**src/sv/jdc_pkg.sv**
```systemverilog
// Shared constants and the month-offset table for the Julian Date converter.
`default_nettype none

package jdc_pkg;

    localparam int unsigned GREGORIAN_START = 2299161;
    localparam int unsigned ALPHA_BIAS      = 7468865;
    localparam int unsigned ALPHA_DIV       = 146097;
    localparam int unsigned B_OFFSET_JUL    = 1524;
    localparam int unsigned B_OFFSET_GREG   = 1525;
    localparam int unsigned C_BIAS          = 2442;
    localparam int unsigned C_DIV           = 7305;
    localparam int unsigned D_MUL           = 1461;
    localparam int unsigned E_MUL           = 10000;
    localparam int unsigned E_DIV           = 306001;
    localparam int unsigned YEAR_LATE       = 4716;
    localparam int unsigned YEAR_EARLY      = 4715;
    localparam int unsigned MS_PER_DAY      = 86400000;
    localparam int unsigned MS_PER_HOUR     = 3600000;
    localparam int unsigned MS_PER_MIN      = 60000;
    localparam int unsigned MS_PER_SEC      = 1000;
    localparam int unsigned MONTH_WRAP      = 14;
    localparam int unsigned MONTH_FEB       = 2;

    localparam int MS_W   = 27;
    localparam int BD_W   = 9;
    localparam int E_W    = 4;
    localparam int YEAR_W = 16;
    localparam int MON_W  = 4;
    localparam int DAY_W  = 5;
    localparam int HOUR_W = 5;
    localparam int MIN_W  = 6;
    localparam int SEC_W  = 6;
    localparam int MSEC_W = 10;

    function automatic logic [BD_W-1:0] month_offset(input logic [E_W-1:0] e);
        logic [BD_W-1:0] v;
        case (e)
            4'd0:    v = 9'd0;
            4'd1:    v = 9'd30;
            4'd2:    v = 9'd61;
            4'd3:    v = 9'd91;
            4'd4:    v = 9'd122;
            4'd5:    v = 9'd153;
            4'd6:    v = 9'd183;
            4'd7:    v = 9'd214;
            4'd8:    v = 9'd244;
            4'd9:    v = 9'd275;
            4'd10:   v = 9'd306;
            4'd11:   v = 9'd336;
            4'd12:   v = 9'd367;
            4'd13:   v = 9'd397;
            4'd14:   v = 9'd428;
            4'd15:   v = 9'd459;
            default: v = 9'd0;
        endcase
        return v;
    endfunction

endpackage

`default_nettype wire

```
**src/sv/jdc_cdiv.sv**
```systemverilog
// Four-stage pipelined exact division by a constant through a reciprocal multiply.
`default_nettype none

module jdc_cdiv #(
    parameter int NUM_W  = 34,
    parameter int DEN    = 146097,
    parameter int Q_W    = 17,
    parameter int R_W    = 18,
    parameter int SIDE_W = 8
) (
    input  wire logic              i_clk,
    input  wire logic              i_rst_n,
    input  wire logic              i_valid,
    output logic                   o_stall,
    input  wire logic [NUM_W-1:0]  i_num,
    input  wire logic [SIDE_W-1:0] i_side,
    output logic                   o_valid,
    input  wire logic              i_stall,
    output logic [Q_W-1:0]         o_quo,
    output logic [R_W-1:0]         o_rem,
    output logic [SIDE_W-1:0]      o_side
);

    localparam longint unsigned MUL = (64'd1 << NUM_W) / DEN;
    localparam int MUL_W = $clog2(MUL + 1);
    localparam int P_W   = NUM_W + MUL_W;
    localparam int R0_W  = R_W + 1;
    localparam logic [MUL_W-1:0] MUL_C = MUL_W'(MUL);
    localparam logic [NUM_W-1:0] DEN_N = NUM_W'(DEN);
    localparam logic [R0_W-1:0]  DEN_R = R0_W'(DEN);

    logic [3:0]        r_v;
    logic [3:0]        stl;
    logic [3:0]        ld;
    logic [NUM_W-1:0]  r_num0;
    logic [SIDE_W-1:0] r_side0;
    logic [NUM_W-1:0]  r_num1;
    logic [Q_W-1:0]    r_q1;
    logic [SIDE_W-1:0] r_side1;
    logic [R0_W-1:0]   r_rem2;
    logic [Q_W-1:0]    r_q2;
    logic [SIDE_W-1:0] r_side2;
    logic [Q_W-1:0]    r_q3;
    logic [R_W-1:0]    r_rem3;
    logic [SIDE_W-1:0] r_side3;
    logic [P_W-1:0]    prod;
    logic [Q_W-1:0]    n_q1;
    logic [NUM_W-1:0]  back;
    logic [R0_W-1:0]   n_rem2;

    always_comb begin
        stl[3] = i_stall;
        for (int k = 2; k >= 0; k--) begin
            stl[k] = r_v[k+1] && stl[k+1];
        end
        ld = ~(r_v & stl);
    end

    assign prod   = P_W'(r_num0) * P_W'(MUL_C);
    assign n_q1   = Q_W'(prod >> NUM_W);
    assign back   = NUM_W'(NUM_W'(r_q1) * DEN_N);
    assign n_rem2 = R0_W'(r_num1 - back);

    always_ff @(posedge i_clk) begin
        if (!i_rst_n) begin
            r_v <= '0;
        end else begin
            if (ld[0]) begin
                r_v[0] <= i_valid;
            end
            for (int k = 1; k < 4; k++) begin
                if (ld[k]) begin
                    r_v[k] <= r_v[k-1];
                end
            end
        end
    end

    always_ff @(posedge i_clk) begin
        if (ld[0]) begin
            r_num0  <= i_num;
            r_side0 <= i_side;
        end
        if (ld[1]) begin
            r_num1  <= r_num0;
            r_q1    <= n_q1;
            r_side1 <= r_side0;
        end
        if (ld[2]) begin
            r_rem2  <= n_rem2;
            r_q2    <= r_q1;
            r_side2 <= r_side1;
        end
        if (ld[3]) begin
            r_side3 <= r_side2;
            if (r_rem2 >= DEN_R) begin
                r_q3   <= r_q2 + Q_W'(1);
                r_rem3 <= R_W'(r_rem2 - DEN_R);
            end else begin
                r_q3   <= r_q2;
                r_rem3 <= R_W'(r_rem2);
            end
        end
    end

    assign o_stall = r_v[0] && stl[0];
    assign o_valid = r_v[3];
    assign o_quo   = r_q3;
    assign o_rem   = r_rem3;
    assign o_side  = r_side3;

endmodule

`default_nettype wire

```
**src/sv/julian_date_to_calendar_time.sv**
```systemverilog
// Top level of the Julian Date to calendar date and time-of-day converter.
//
// Input channel: i_valid, o_stall and i_julian_date, an unsigned fixed-point
// Julian Date with DAY_BITS integer and FRACTION_BITS fraction bits. A
// transaction is taken at a rising edge with i_valid high and o_stall low.
// Output channel: o_valid, i_stall and the year, month, day, hour, minute,
// second and millisecond fields; a transaction completes with o_valid high
// and i_stall low.
// One transaction is taken every cycle while o_stall is low. The depth is
// set by six constant dividers of four stages each, chained along the date
// and then the time-of-day path, plus six single register stages.
// When the receiver stalls, each stage holds its item and bubbles in front
// of it are filled; o_stall rises once the whole pipeline is full.
// Synchronous reset clears every stage valid bit, and nothing in flight is
// delivered afterwards.
`default_nettype none

module julian_date_to_calendar_time #(
    parameter int DAY_BITS      = 23,
    parameter int FRACTION_BITS = 32
) (
    input  wire logic                               i_clk,
    input  wire logic                               i_rst_n,
    input  wire logic                               i_valid,
    output logic                                    o_stall,
    input  wire logic [DAY_BITS+FRACTION_BITS-1:0]  i_julian_date,
    output logic                                    o_valid,
    input  wire logic                               i_stall,
    output logic signed [jdc_pkg::YEAR_W-1:0]       o_year,
    output logic [jdc_pkg::MON_W-1:0]               o_month,
    output logic [jdc_pkg::DAY_W-1:0]               o_day_of_month,
    output logic [jdc_pkg::HOUR_W-1:0]              o_hour,
    output logic [jdc_pkg::MIN_W-1:0]               o_minute,
    output logic [jdc_pkg::SEC_W-1:0]               o_second,
    output logic [jdc_pkg::MSEC_W-1:0]              o_millisecond
);

    localparam int JD_W  = DAY_BITS + FRACTION_BITS;
    localparam int Z_W   = DAY_BITS + 1;
    localparam int NA_W  = Z_W + 2;
    localparam int AQ_W  = NA_W - $clog2(jdc_pkg::ALPHA_DIV) + 1;
    localparam int AR_W  = $clog2(jdc_pkg::ALPHA_DIV);
    localparam int B_W   = Z_W + 1;
    localparam int NC_W  = B_W + 5;
    localparam int CQ_W  = NC_W - $clog2(jdc_pkg::C_DIV) + 1;
    localparam int CR_W  = $clog2(jdc_pkg::C_DIV);
    localparam int DP_W  = CQ_W + 11;
    localparam int NE_W  = 23;
    localparam int EQ_W  = NE_W - $clog2(jdc_pkg::E_DIV) + 1;
    localparam int ER_W  = $clog2(jdc_pkg::E_DIV);
    localparam int MS_W  = jdc_pkg::MS_W;
    localparam int BD_W  = jdc_pkg::BD_W;
    localparam int FP_W  = FRACTION_BITS + MS_W;
    localparam int HQ_W  = MS_W - $clog2(jdc_pkg::MS_PER_HOUR) + 1;
    localparam int HR_W  = $clog2(jdc_pkg::MS_PER_HOUR);
    localparam int MQ_W  = HR_W - $clog2(jdc_pkg::MS_PER_MIN) + 1;
    localparam int MR_W  = $clog2(jdc_pkg::MS_PER_MIN);
    localparam int SQ_W  = MR_W - $clog2(jdc_pkg::MS_PER_SEC) + 1;
    localparam int SR_W  = $clog2(jdc_pkg::MS_PER_SEC);
    localparam int DATE_W = jdc_pkg::YEAR_W + jdc_pkg::MON_W + jdc_pkg::DAY_W;
    localparam int SA_W  = Z_W + 1 + MS_W;
    localparam int SC_W  = B_W + MS_W;
    localparam int SE_W  = CQ_W + BD_W + MS_W;
    localparam int SM_W  = DATE_W + jdc_pkg::HOUR_W;
    localparam int SS_W  = SM_W + jdc_pkg::MIN_W;
    localparam logic [JD_W:0] HALF_DAY = (JD_W+1)'(1) << (FRACTION_BITS - 1);

    // Front stages.
    logic                     r_s0_v;
    logic [Z_W-1:0]           r_s0_z;
    logic [FRACTION_BITS-1:0] r_s0_f;
    logic                     r_s1_v;
    logic [Z_W-1:0]           r_s1_z;
    logic                     r_s1_greg;
    logic [NA_W-1:0]          r_s1_na;
    logic [MS_W-1:0]          r_s1_ms;
    logic [JD_W:0]            jd_sum;
    logic [FP_W-1:0]          f_prod;
    logic                     n_greg;
    logic                     s0_stall;
    logic                     s1_stall;

    // Alpha divider.
    logic                     da_stall;
    logic                     da_valid;
    logic [AQ_W-1:0]          da_quo;
    logic [SA_W-1:0]          da_side;
    logic [Z_W-1:0]           da_z;
    logic                     da_greg;
    logic [MS_W-1:0]          da_ms;

    logic                     r_s2_v;
    logic [B_W-1:0]           r_s2_b;
    logic [MS_W-1:0]          r_s2_ms;
    logic                     s2_stall;
    logic [NC_W-1:0]          nc;

    // Year divider.
    logic                     dc_stall;
    logic                     dc_valid;
    logic [CQ_W-1:0]          dc_quo;
    logic [SC_W-1:0]          dc_side;

    logic                     r_s4_v;
    logic [B_W-1:0]           r_s4_b;
    logic [B_W-1:0]           r_s4_d;
    logic [CQ_W-1:0]          r_s4_c;
    logic [MS_W-1:0]          r_s4_ms;
    logic [DP_W-1:0]          d_prod;
    logic                     s4_stall;
    logic                     r_s5_v;
    logic [CQ_W-1:0]          r_s5_c;
    logic [BD_W-1:0]          r_s5_bd;
    logic [MS_W-1:0]          r_s5_ms;
    logic                     s5_stall;

    // Month divider.
    logic                     de_stall;
    logic                     de_valid;
    logic [EQ_W-1:0]          de_quo;
    logic [SE_W-1:0]          de_side;
    logic [CQ_W-1:0]          de_c;
    logic [BD_W-1:0]          de_bd;
    logic [MS_W-1:0]          de_ms;
    logic [jdc_pkg::E_W-1:0]  de_e;
    logic [jdc_pkg::MON_W-1:0] n_month;

    logic                     r_s6_v;
    logic [DATE_W-1:0]        r_s6_date;
    logic [MS_W-1:0]          r_s6_ms;
    logic                     s6_stall;

    // Time-of-day dividers.
    logic                     dh_stall;
    logic                     dh_valid;
    logic [HQ_W-1:0]          dh_quo;
    logic [HR_W-1:0]          dh_rem;
    logic [DATE_W-1:0]        dh_side;
    logic                     dm_stall;
    logic                     dm_valid;
    logic [MQ_W-1:0]          dm_quo;
    logic [MR_W-1:0]          dm_rem;
    logic [SM_W-1:0]          dm_side;
    logic                     ds_stall_w;
    logic [SQ_W-1:0]          ds_quo;
    logic [SR_W-1:0]          ds_rem;
    logic [SS_W-1:0]          ds_side;

    assign jd_sum   = (JD_W+1)'(i_julian_date) + HALF_DAY;
    assign f_prod   = FP_W'(r_s0_f) * FP_W'(jdc_pkg::MS_PER_DAY);
    assign n_greg   = r_s0_z >= Z_W'(jdc_pkg::GREGORIAN_START);

    assign s1_stall = r_s1_v && da_stall;
    assign s0_stall = r_s0_v && s1_stall;
    assign o_stall  = s0_stall;

    always_ff @(posedge i_clk) begin
        if (!i_rst_n) begin
            r_s0_v <= 1'b0;
            r_s1_v <= 1'b0;
            r_s2_v <= 1'b0;
            r_s4_v <= 1'b0;
            r_s5_v <= 1'b0;
            r_s6_v <= 1'b0;
        end else begin
            if (!s0_stall) begin
                r_s0_v <= i_valid;
            end
            if (!s1_stall) begin
                r_s1_v <= r_s0_v;
            end
            if (!s2_stall) begin
                r_s2_v <= da_valid;
            end
            if (!s4_stall) begin
                r_s4_v <= dc_valid;
            end
            if (!s5_stall) begin
                r_s5_v <= r_s4_v;
            end
            if (!s6_stall) begin
                r_s6_v <= de_valid;
            end
        end
    end

    always_ff @(posedge i_clk) begin
        if (!s0_stall) begin
            r_s0_z <= jd_sum[JD_W -: Z_W];
            r_s0_f <= jd_sum[FRACTION_BITS-1:0];
        end
        if (!s1_stall) begin
            r_s1_z    <= r_s0_z;
            r_s1_greg <= n_greg;
            r_s1_ms   <= MS_W'(f_prod >> FRACTION_BITS);
            if (n_greg) begin
                r_s1_na <= (NA_W'(r_s0_z) << 2) - NA_W'(jdc_pkg::ALPHA_BIAS);
            end else begin
                r_s1_na <= '0;
            end
        end
    end

    jdc_cdiv #(
        .NUM_W  (NA_W),
        .DEN    (jdc_pkg::ALPHA_DIV),
        .Q_W    (AQ_W),
        .R_W    (AR_W),
        .SIDE_W (SA_W)
    ) u_div_alpha (
        .i_clk   (i_clk),
        .i_rst_n (i_rst_n),
        .i_valid (r_s1_v),
        .o_stall (da_stall),
        .i_num   (r_s1_na),
        .i_side  ({r_s1_z, r_s1_greg, r_s1_ms}),
        .o_valid (da_valid),
        .i_stall (s2_stall),
        .o_quo   (da_quo),
        .o_rem   (),
        .o_side  (da_side)
    );

    assign {da_z, da_greg, da_ms} = da_side;
    assign s2_stall = r_s2_v && dc_stall;

    always_ff @(posedge i_clk) begin
        if (!s2_stall) begin
            r_s2_ms <= da_ms;
            if (da_greg) begin
                r_s2_b <= B_W'(da_z) + B_W'(jdc_pkg::B_OFFSET_GREG) + B_W'(da_quo)
                          - B_W'(da_quo >> 2);
            end else begin
                r_s2_b <= B_W'(da_z) + B_W'(jdc_pkg::B_OFFSET_JUL);
            end
        end
    end

    assign nc = (NC_W'(r_s2_b) << 4) + (NC_W'(r_s2_b) << 2) - NC_W'(jdc_pkg::C_BIAS);

    jdc_cdiv #(
        .NUM_W  (NC_W),
        .DEN    (jdc_pkg::C_DIV),
        .Q_W    (CQ_W),
        .R_W    (CR_W),
        .SIDE_W (SC_W)
    ) u_div_c (
        .i_clk   (i_clk),
        .i_rst_n (i_rst_n),
        .i_valid (r_s2_v),
        .o_stall (dc_stall),
        .i_num   (nc),
        .i_side  ({r_s2_b, r_s2_ms}),
        .o_valid (dc_valid),
        .i_stall (s4_stall),
        .o_quo   (dc_quo),
        .o_rem   (),
        .o_side  (dc_side)
    );

    assign d_prod   = DP_W'(dc_quo) * DP_W'(jdc_pkg::D_MUL);
    assign s5_stall = r_s5_v && de_stall;
    assign s4_stall = r_s4_v && s5_stall;

    always_ff @(posedge i_clk) begin
        if (!s4_stall) begin
            r_s4_b  <= dc_side[SC_W-1 -: B_W];
            r_s4_ms <= dc_side[MS_W-1:0];
            r_s4_c  <= dc_quo;
            r_s4_d  <= B_W'(d_prod >> 2);
        end
        if (!s5_stall) begin
            r_s5_c  <= r_s4_c;
            r_s5_ms <= r_s4_ms;
            r_s5_bd <= BD_W'(r_s4_b - r_s4_d);
        end
    end

    jdc_cdiv #(
        .NUM_W  (NE_W),
        .DEN    (jdc_pkg::E_DIV),
        .Q_W    (EQ_W),
        .R_W    (ER_W),
        .SIDE_W (SE_W)
    ) u_div_e (
        .i_clk   (i_clk),
        .i_rst_n (i_rst_n),
        .i_valid (r_s5_v),
        .o_stall (de_stall),
        .i_num   (NE_W'(NE_W'(r_s5_bd) * NE_W'(jdc_pkg::E_MUL))),
        .i_side  ({r_s5_c, r_s5_bd, r_s5_ms}),
        .o_valid (de_valid),
        .i_stall (s6_stall),
        .o_quo   (de_quo),
        .o_rem   (),
        .o_side  (de_side)
    );

    assign {de_c, de_bd, de_ms} = de_side;
    assign de_e     = jdc_pkg::E_W'(de_quo);
    assign s6_stall = r_s6_v && dh_stall;

    always_comb begin
        if (de_e < jdc_pkg::E_W'(jdc_pkg::MONTH_WRAP)) begin
            n_month = de_e - jdc_pkg::MON_W'(1);
        end else begin
            n_month = de_e - jdc_pkg::MON_W'(13);
        end
    end

    always_ff @(posedge i_clk) begin
        if (!s6_stall) begin
            r_s6_ms <= de_ms;
            r_s6_date[jdc_pkg::DAY_W-1:0] <=
                jdc_pkg::DAY_W'(de_bd - jdc_pkg::month_offset(de_e));
            r_s6_date[jdc_pkg::DAY_W +: jdc_pkg::MON_W] <= n_month;
            if (n_month > jdc_pkg::MON_W'(jdc_pkg::MONTH_FEB)) begin
                r_s6_date[DATE_W-1 -: jdc_pkg::YEAR_W] <=
                    jdc_pkg::YEAR_W'(de_c) - jdc_pkg::YEAR_W'(jdc_pkg::YEAR_LATE);
            end else begin
                r_s6_date[DATE_W-1 -: jdc_pkg::YEAR_W] <=
                    jdc_pkg::YEAR_W'(de_c) - jdc_pkg::YEAR_W'(jdc_pkg::YEAR_EARLY);
            end
        end
    end

    jdc_cdiv #(
        .NUM_W  (MS_W),
        .DEN    (jdc_pkg::MS_PER_HOUR),
        .Q_W    (HQ_W),
        .R_W    (HR_W),
        .SIDE_W (DATE_W)
    ) u_div_hour (
        .i_clk   (i_clk),
        .i_rst_n (i_rst_n),
        .i_valid (r_s6_v),
        .o_stall (dh_stall),
        .i_num   (r_s6_ms),
        .i_side  (r_s6_date),
        .o_valid (dh_valid),
        .i_stall (dm_stall),
        .o_quo   (dh_quo),
        .o_rem   (dh_rem),
        .o_side  (dh_side)
    );

    jdc_cdiv #(
        .NUM_W  (HR_W),
        .DEN    (jdc_pkg::MS_PER_MIN),
        .Q_W    (MQ_W),
        .R_W    (MR_W),
        .SIDE_W (SM_W)
    ) u_div_min (
        .i_clk   (i_clk),
        .i_rst_n (i_rst_n),
        .i_valid (dh_valid),
        .o_stall (dm_stall),
        .i_num   (dh_rem),
        .i_side  ({dh_side, jdc_pkg::HOUR_W'(dh_quo)}),
        .o_valid (dm_valid),
        .i_stall (ds_stall_w),
        .o_quo   (dm_quo),
        .o_rem   (dm_rem),
        .o_side  (dm_side)
    );

    jdc_cdiv #(
        .NUM_W  (MR_W),
        .DEN    (jdc_pkg::MS_PER_SEC),
        .Q_W    (SQ_W),
        .R_W    (SR_W),
        .SIDE_W (SS_W)
    ) u_div_sec (
        .i_clk   (i_clk),
        .i_rst_n (i_rst_n),
        .i_valid (dm_valid),
        .o_stall (ds_stall_w),
        .i_num   (dm_rem),
        .i_side  ({dm_side, jdc_pkg::MIN_W'(dm_quo)}),
        .o_valid (o_valid),
        .i_stall (i_stall),
        .o_quo   (ds_quo),
        .o_rem   (ds_rem),
        .o_side  (ds_side)
    );

    assign o_year         = ds_side[SS_W-1 -: jdc_pkg::YEAR_W];
    assign o_month        = ds_side[SS_W-jdc_pkg::YEAR_W-1 -: jdc_pkg::MON_W];
    assign o_day_of_month = ds_side[SS_W-jdc_pkg::YEAR_W-jdc_pkg::MON_W-1 -: jdc_pkg::DAY_W];
    assign o_hour         = ds_side[jdc_pkg::MIN_W +: jdc_pkg::HOUR_W];
    assign o_minute       = ds_side[jdc_pkg::MIN_W-1:0];
    assign o_second       = jdc_pkg::SEC_W'(ds_quo);
    assign o_millisecond  = ds_rem;

endmodule

`default_nettype wire

```
**config.mk**
```make
export PLATFORM = sky130hd
export DESIGN_NAME = julian_date_to_calendar_time
export DESIGN_NICKNAME = d
export VERILOG_FILES = /design/src/sv/jdc_pkg.sv /design/src/sv/jdc_cdiv.sv /design/src/sv/julian_date_to_calendar_time.sv
export SDC_FILE = /design/constraint.sdc
export NUM_CORES = 2
export LEC_CHECK = 0
export BUFFER_PORTS_ARGS = -buffer_cell sky130_fd_sc_hd__buf_2
export CAP_MARGIN = 10
export CELL_PAD_IN_SITES_DETAIL_PLACEMENT = 2
export CELL_PAD_IN_SITES_GLOBAL_PLACEMENT = 2
export CORE_ASPECT_RATIO = 0.5
export CORE_MARGIN = 3
export CORE_UTILIZATION = 38
export CTS_CLUSTER_SIZE = 12
export DETAILED_ROUTE_END_ITERATION = 16
export GPL_TIMING_DRIVEN = 0
export PLACE_DENSITY_LB_ADDON = 0.12
export REMOVE_ABC_BUFFERS = 1
export SLEW_MARGIN = 30
export SYNTH_ARGS = -nofsm -noshare
export SYNTH_HDL_FRONTEND = slang
export SYNTH_HIERARCHICAL = 1
export SYNTH_SLANG_ARGS = --single-unit
```
**constraint.sdc**
```tcl
create_clock -name i_clk -period 44.1 [get_ports i_clk]
set_clock_uncertainty 0.15 [all_clocks]
set_input_delay 2.205 -clock i_clk [delete_from_list [all_inputs] [get_ports i_clk]]
set_output_delay 2.205 -clock i_clk [all_outputs]
set_load 0.01 [all_outputs]
```
### Yosys cells after proc, flatten, opt, wreduce, memory -nomap -nowiden

Memories as Yosys holds them, arrays and structs flattened. A register that Yosys moved wholly into a read port is not among the register bits.
Index checks and enable logic that the tools add are counted.
W data, S select, Z words.

* output and inout bits: 54
* register bits: 1845
* memories kept: 1
* input port bits: 59
* ROM bits: 144

Memory list
* (no name shown): depth 16, bits a word 9, read ports 1, clocked after memory_dff 1, write ports 0, line jdc_pkg.sv:38 `case (e)`

* mux-type cells: 14
* multipliers: 15
* $lt $le $gt $ge: 9
* $add $sub $neg: 29
* bitwise logic cells: 12
* reductions and logical operators: 30

Operator list (number)
* $add A55 B32 Y56 const B: 1
* $add A24 B11 Y25 const B: 2
* $mul A32 B17 Y49 const B: 1
* $mul A30 B18 Y48 const B: 1
* $mul A26 B9 Y35 const B: 1
* $mul A27 B6 Y33 const B: 1
* $mux W16: 2
* $sub A16 B13 Y16 const B: 2
* $add A29 B27 Y30: 1
* $logic_and A1 B1 Y1: 30
* $sub A30 B12 Y30 const B: 1
* $mul A22 B7 Y29 const B: 1
* $sub A26 B23 Y26 const B: 1
* $add A25 B9 Y25: 1
* $mux W25: 1
* $sub A25 B7 Y25: 1
* $and A4 B4 Y4: 6
* $ge A24 B22 Y1 const B: 1
* $mul A19 B5 Y24 const B: 1
* $not A4 Y4: 6
* $ge A23 B22 Y1 const B: 1
* $mul A16 B7 Y23 const B: 1
* $sub A23 B23 Y23: 1
* $mux W22: 1
* 38 further kinds: 43

### Logic depth before layout (Yosys ltp)

* word-level depth: 30
* depth in mapped cells: 27
* depth with buffers taken out: 27

### Modules after synthesis

Netlist, hierarchy kept.

By module, submodules not included
* julian_date_to_calendar_time: seq. area each 10750.3 sq um, cells an instance 2413, times used 1, area each 28050.7 sq um
* jdc_cdiv (u_div_c): seq. area each 10079.7 sq um, cells an instance 1531, times used 1, area each 21383.0 sq um
* jdc_cdiv (u_div_alpha): seq. area each 9599.2 sq um, cells an instance 1199, times used 1, area each 17244.0 sq um
* jdc_cdiv (u_div_e): seq. area each 9479.1 sq um, cells an instance 922, times used 1, area each 14416.3 sq um
* jdc_cdiv (u_div_hour): seq. area each 6476.2 sq um, cells an instance 814, times used 1, area each 11114.4 sq um
* jdc_cdiv (u_div_min): seq. area each 6476.2 sq um, cells an instance 681, times used 1, area each 10167.3 sq um
* jdc_cdiv (u_div_sec): seq. area each 6476.2 sq um, cells an instance 398, times used 1, area each 8005.2 sq um

### Worst setup path after synthesis

Ideal clock, no wire load.

* path type: input to output
* from: in i_stall
* to: out o_stall
* required time: 41.745 ns
* buffers on the path: 0
* setup slack: 19.381 ns
* cell stages on the path: 26
* data arrival time: 22.364 ns
* path through: and3_1 nand3_1 inv_1 and3_1 nand3_1 inv_1 and3_1 nand3_1 inv_1 nand2_1 inv_1 and3_1 nand3_1 inv_1 nand3_1 inv_1 and3_1 nand3_1 inv_1 nand2_1 inv_1 and3_1 nand3_1 inv_1 nand3_1 inv_1

* cells in the longest elaborated chain, start to end: 30

Ends and longest elaborated chain
* start, declared: line julian_date_to_calendar_time.sv:28 `input wire logic i_stall,`
* $logic_and A1 B1 Y1 (3 in a row): line jdc_cdiv.sv:54 `stl[k] = r_v[k+1] && stl[k+1];`
* $logic_and A1 B1 Y1: line jdc_cdiv.sv:106 `assign o_stall = r_v[0] && stl[0];`
* net ds_stall_w: line julian_date_to_calendar_time.sv:144 `logic ds_stall_w;`
* $logic_and A1 B1 Y1 (3 in a row): line jdc_cdiv.sv:54
* $logic_and A1 B1 Y1: line jdc_cdiv.sv:106
* net dm_stall: line julian_date_to_calendar_time.sv:139 `logic dm_stall;`
* $logic_and A1 B1 Y1 (3 in a row): line jdc_cdiv.sv:54
* $logic_and A1 B1 Y1: line jdc_cdiv.sv:106
* net dh_stall: line julian_date_to_calendar_time.sv:134 `logic dh_stall;`
* [... 1 more ...]
* net s6_stall: line julian_date_to_calendar_time.sv:131 `logic s6_stall;`
* [... 4 more ...]
* net de_stall: line julian_date_to_calendar_time.sv:118 `logic de_stall;`
* [... 2 more ...]
* net s4_stall: line julian_date_to_calendar_time.sv:110 `logic s4_stall;`
* [... 4 more ...]
* net dc_stall: line julian_date_to_calendar_time.sv:99 `logic dc_stall;`
* $logic_and A1 B1 Y1: line julian_date_to_calendar_time.sv:225 `assign s2_stall = r_s2_v && dc_stall;`
* net s2_stall: line julian_date_to_calendar_time.sv:95 `logic s2_stall;`
* $logic_and A1 B1 Y1 (3 in a row): line jdc_cdiv.sv:54
* $logic_and A1 B1 Y1: line jdc_cdiv.sv:106
* net da_stall: line julian_date_to_calendar_time.sv:84 `logic da_stall;`
* $logic_and A1 B1 Y1: line julian_date_to_calendar_time.sv:153 `assign s1_stall = r_s1_v && da_stall;`
* $logic_and A1 B1 Y1: line julian_date_to_calendar_time.sv:154 `assign s0_stall = r_s0_v && s1_stall;`
* end, declared: line julian_date_to_calendar_time.sv:25 `output logic o_stall,`

The timed path passes the listed nets, and every way through them passes these cells.

### Worst setup path after layout

Ends and elaborated chain as after synthesis.

==> results.cfg <==
[final_layout]
post-route-util_pct = 42.59
drive_above_1_share_pct = 6.061
nNetsFinal = 9959
n_fill_cell = 27015
multiInputGateArea_sq_um = 43800
area_delta_synth_final_pct = 10.87
seq_area_sq_um = 54650

[die]
rows = 135
die_w_microns = 748.2
die_h_microns = 377.1
ioPinCount = 113
die-area_sq_um = 282200
core_area_sq_um = 272500
initial_utilization_pct = 38.42

[yosys]
synth_area_per_cell_sq_um = 13.69
yosysWarnings = 6
synth_area_sq_um = 104700
synthCells = 7647

[worst_setup_path]
r2r_setup_slack_ns = 34.15
max_stage_delay_ns = 0.45
critPathMaxFanout = 42
crit_arrival_ns = 11.23
end_kind = output pin
critPathSlowestCell = and3_1
start_kind = input pin
cp_top_family = simple AND/OR/NAND/NOR gates
crit_required_ns = 41.75
path_buf_inv = 15
path_common_cell = inv_1
worstSetupPathType = input pin to output pin

[placed_design]
globalplace.congestion = 0.7728
pre_cts_slack_ns = 30.38
port-buffer-count = 112
post-dp-hpwl_microns = 192100

[grt]
grt_max_degree = 67
grt_pass1_vias = 64935
grt-ovfl-total = 0
track_usage_pct = 17.34
antenna_found_initial = 7
grt_first_pass_wirelength_microns = 380700

[timing]
period_share_pct = 30.81
finalWorstSetupSlack_ns = 30.51
hold_viol_final = 0
rsz0062_at_grt = false
slew_headroom_pct = 42.93
finalSetupViolations = 0
period_minus_slack_ns = 13.59
slew_viol_final = 0
worst_pin_slew_ns = 0.8544
fin_tns_setup_ns = 0
max_freq_mhz = 73.60

[clock_tree]
cts_buffer_depth = 4
cts_tree = built
post_cts_resized = 0
h-tree-depth = 4
cts_buffers = 191
clkSlewWorstSetupHoldPaths_ns = 0.06
root_buffer = clkbuf_16
clk_latency_ns = 0.85
cts_setup_buffers = 0
cts.sinks = 1830
cts.hold.buffers_added = 0

[detailed_routing]
routed_via_density = 4.835
dr.pass1.iters = 5
routed_wl_microns = 242200
initialDrtViolationCount = 2295
drc = 0
vias = 56492
postRouteAntennaNets = 0
avgRoutedWirePerCell_microns = 20.73

[flow_run]
cap_violations = 0

[run_status]
status = complete, no violations

[min_path]
hold_class = flop to flop
per-layer routing:
metal | vias to the layer above | track usage (%) | wire [microns]
met5 | - | 0 | 24
met4 | 4 | 3.669 | 5174
met3 | 305 | 2.240 | 5962
met2 | 548 | 31.72 | 124400
met1 | 28938 | 21.94 | 106600
li1 | 26697 | - | -
registers in the layout, indices dropped and copies added, names as in the netlist, 48 cells and up:
name / flops
u_div_e/r_side0: 48
u_div_e/r_side2: 48
u_div_alpha/r_side1: 52
u_div_alpha/r_side0: 52
u_div_e/o_side: 48
u_div_alpha/r_side2: 52
u_div_e/r_side1: 48
u_div_alpha/o_side: 52
cell type report:
class	instances	area share, %
repair buffers	146	1.136
inverters	1697	5.506
diodes	2	0.004313
flip-flops and latches	1830	47.09
clock buffers	240	4.357
multi-input cells	4100	37.74
clock inverters	38	0.2437
well taps	3630	3.914
placed cells by master (no fill, tap or decap), drive strengths merged, types with 18 or more instances in the layout:
| cell type | count |
|---|---|
| a211oi | 36 |
| a21o | 116 |
| a21oi | 269 |
| a31oi | 28 |
| and2 | 18 |
| and3 | 42 |
| buf | 146 |
| clkbuf | 240 |
| clkinv | 29 |
| dfxtp | 30 |
| edfxtp | 1800 |
| fa | 701 |
| ha | 1233 |
| inv | 1699 |
| nand2 | 205 |
| nand2b | 29 |
| nand3 | 108 |
| nand4 | 39 |
| nor2 | 217 |
| nor2b | 43 |
| nor3 | 53 |
| o211ai | 29 |
| o21a | 52 |
| o21ai | 130 |
| o21bai | 31 |
| o31ai | 20 |
| or2 | 18 |
| xnor2 | 297 |
| xor2 | 153 |
worst paths after layout:
path,startpoint,to,cells after the start
setup / recovery,i_stall,o_stall,31
hold reg to reg,u_div_hour/o_rem[9],u_div_min/r_num0[9],0
setup reg to reg,u_div_sec/r_v[3],r_s1_na[5],29
hold / removal,u_div_hour/o_rem[9],u_div_min/r_num0[9],0
stage by stage:
stage,instance area [sq um],cells,hold WS (ns)
after floorplan,104600,7627,0.2503
after global placement,109700,11369,0.2501
after detailed placement,110700,11403,0.2552
after CTS,116000,11681,0.2345
after global routing,116000,11682,0.2315
final,116000,11683,0.2215
Power is left out: the tool's default activity adds up to more than one toggle a clock period on the data nets, which glitch-free logic cannot reach.
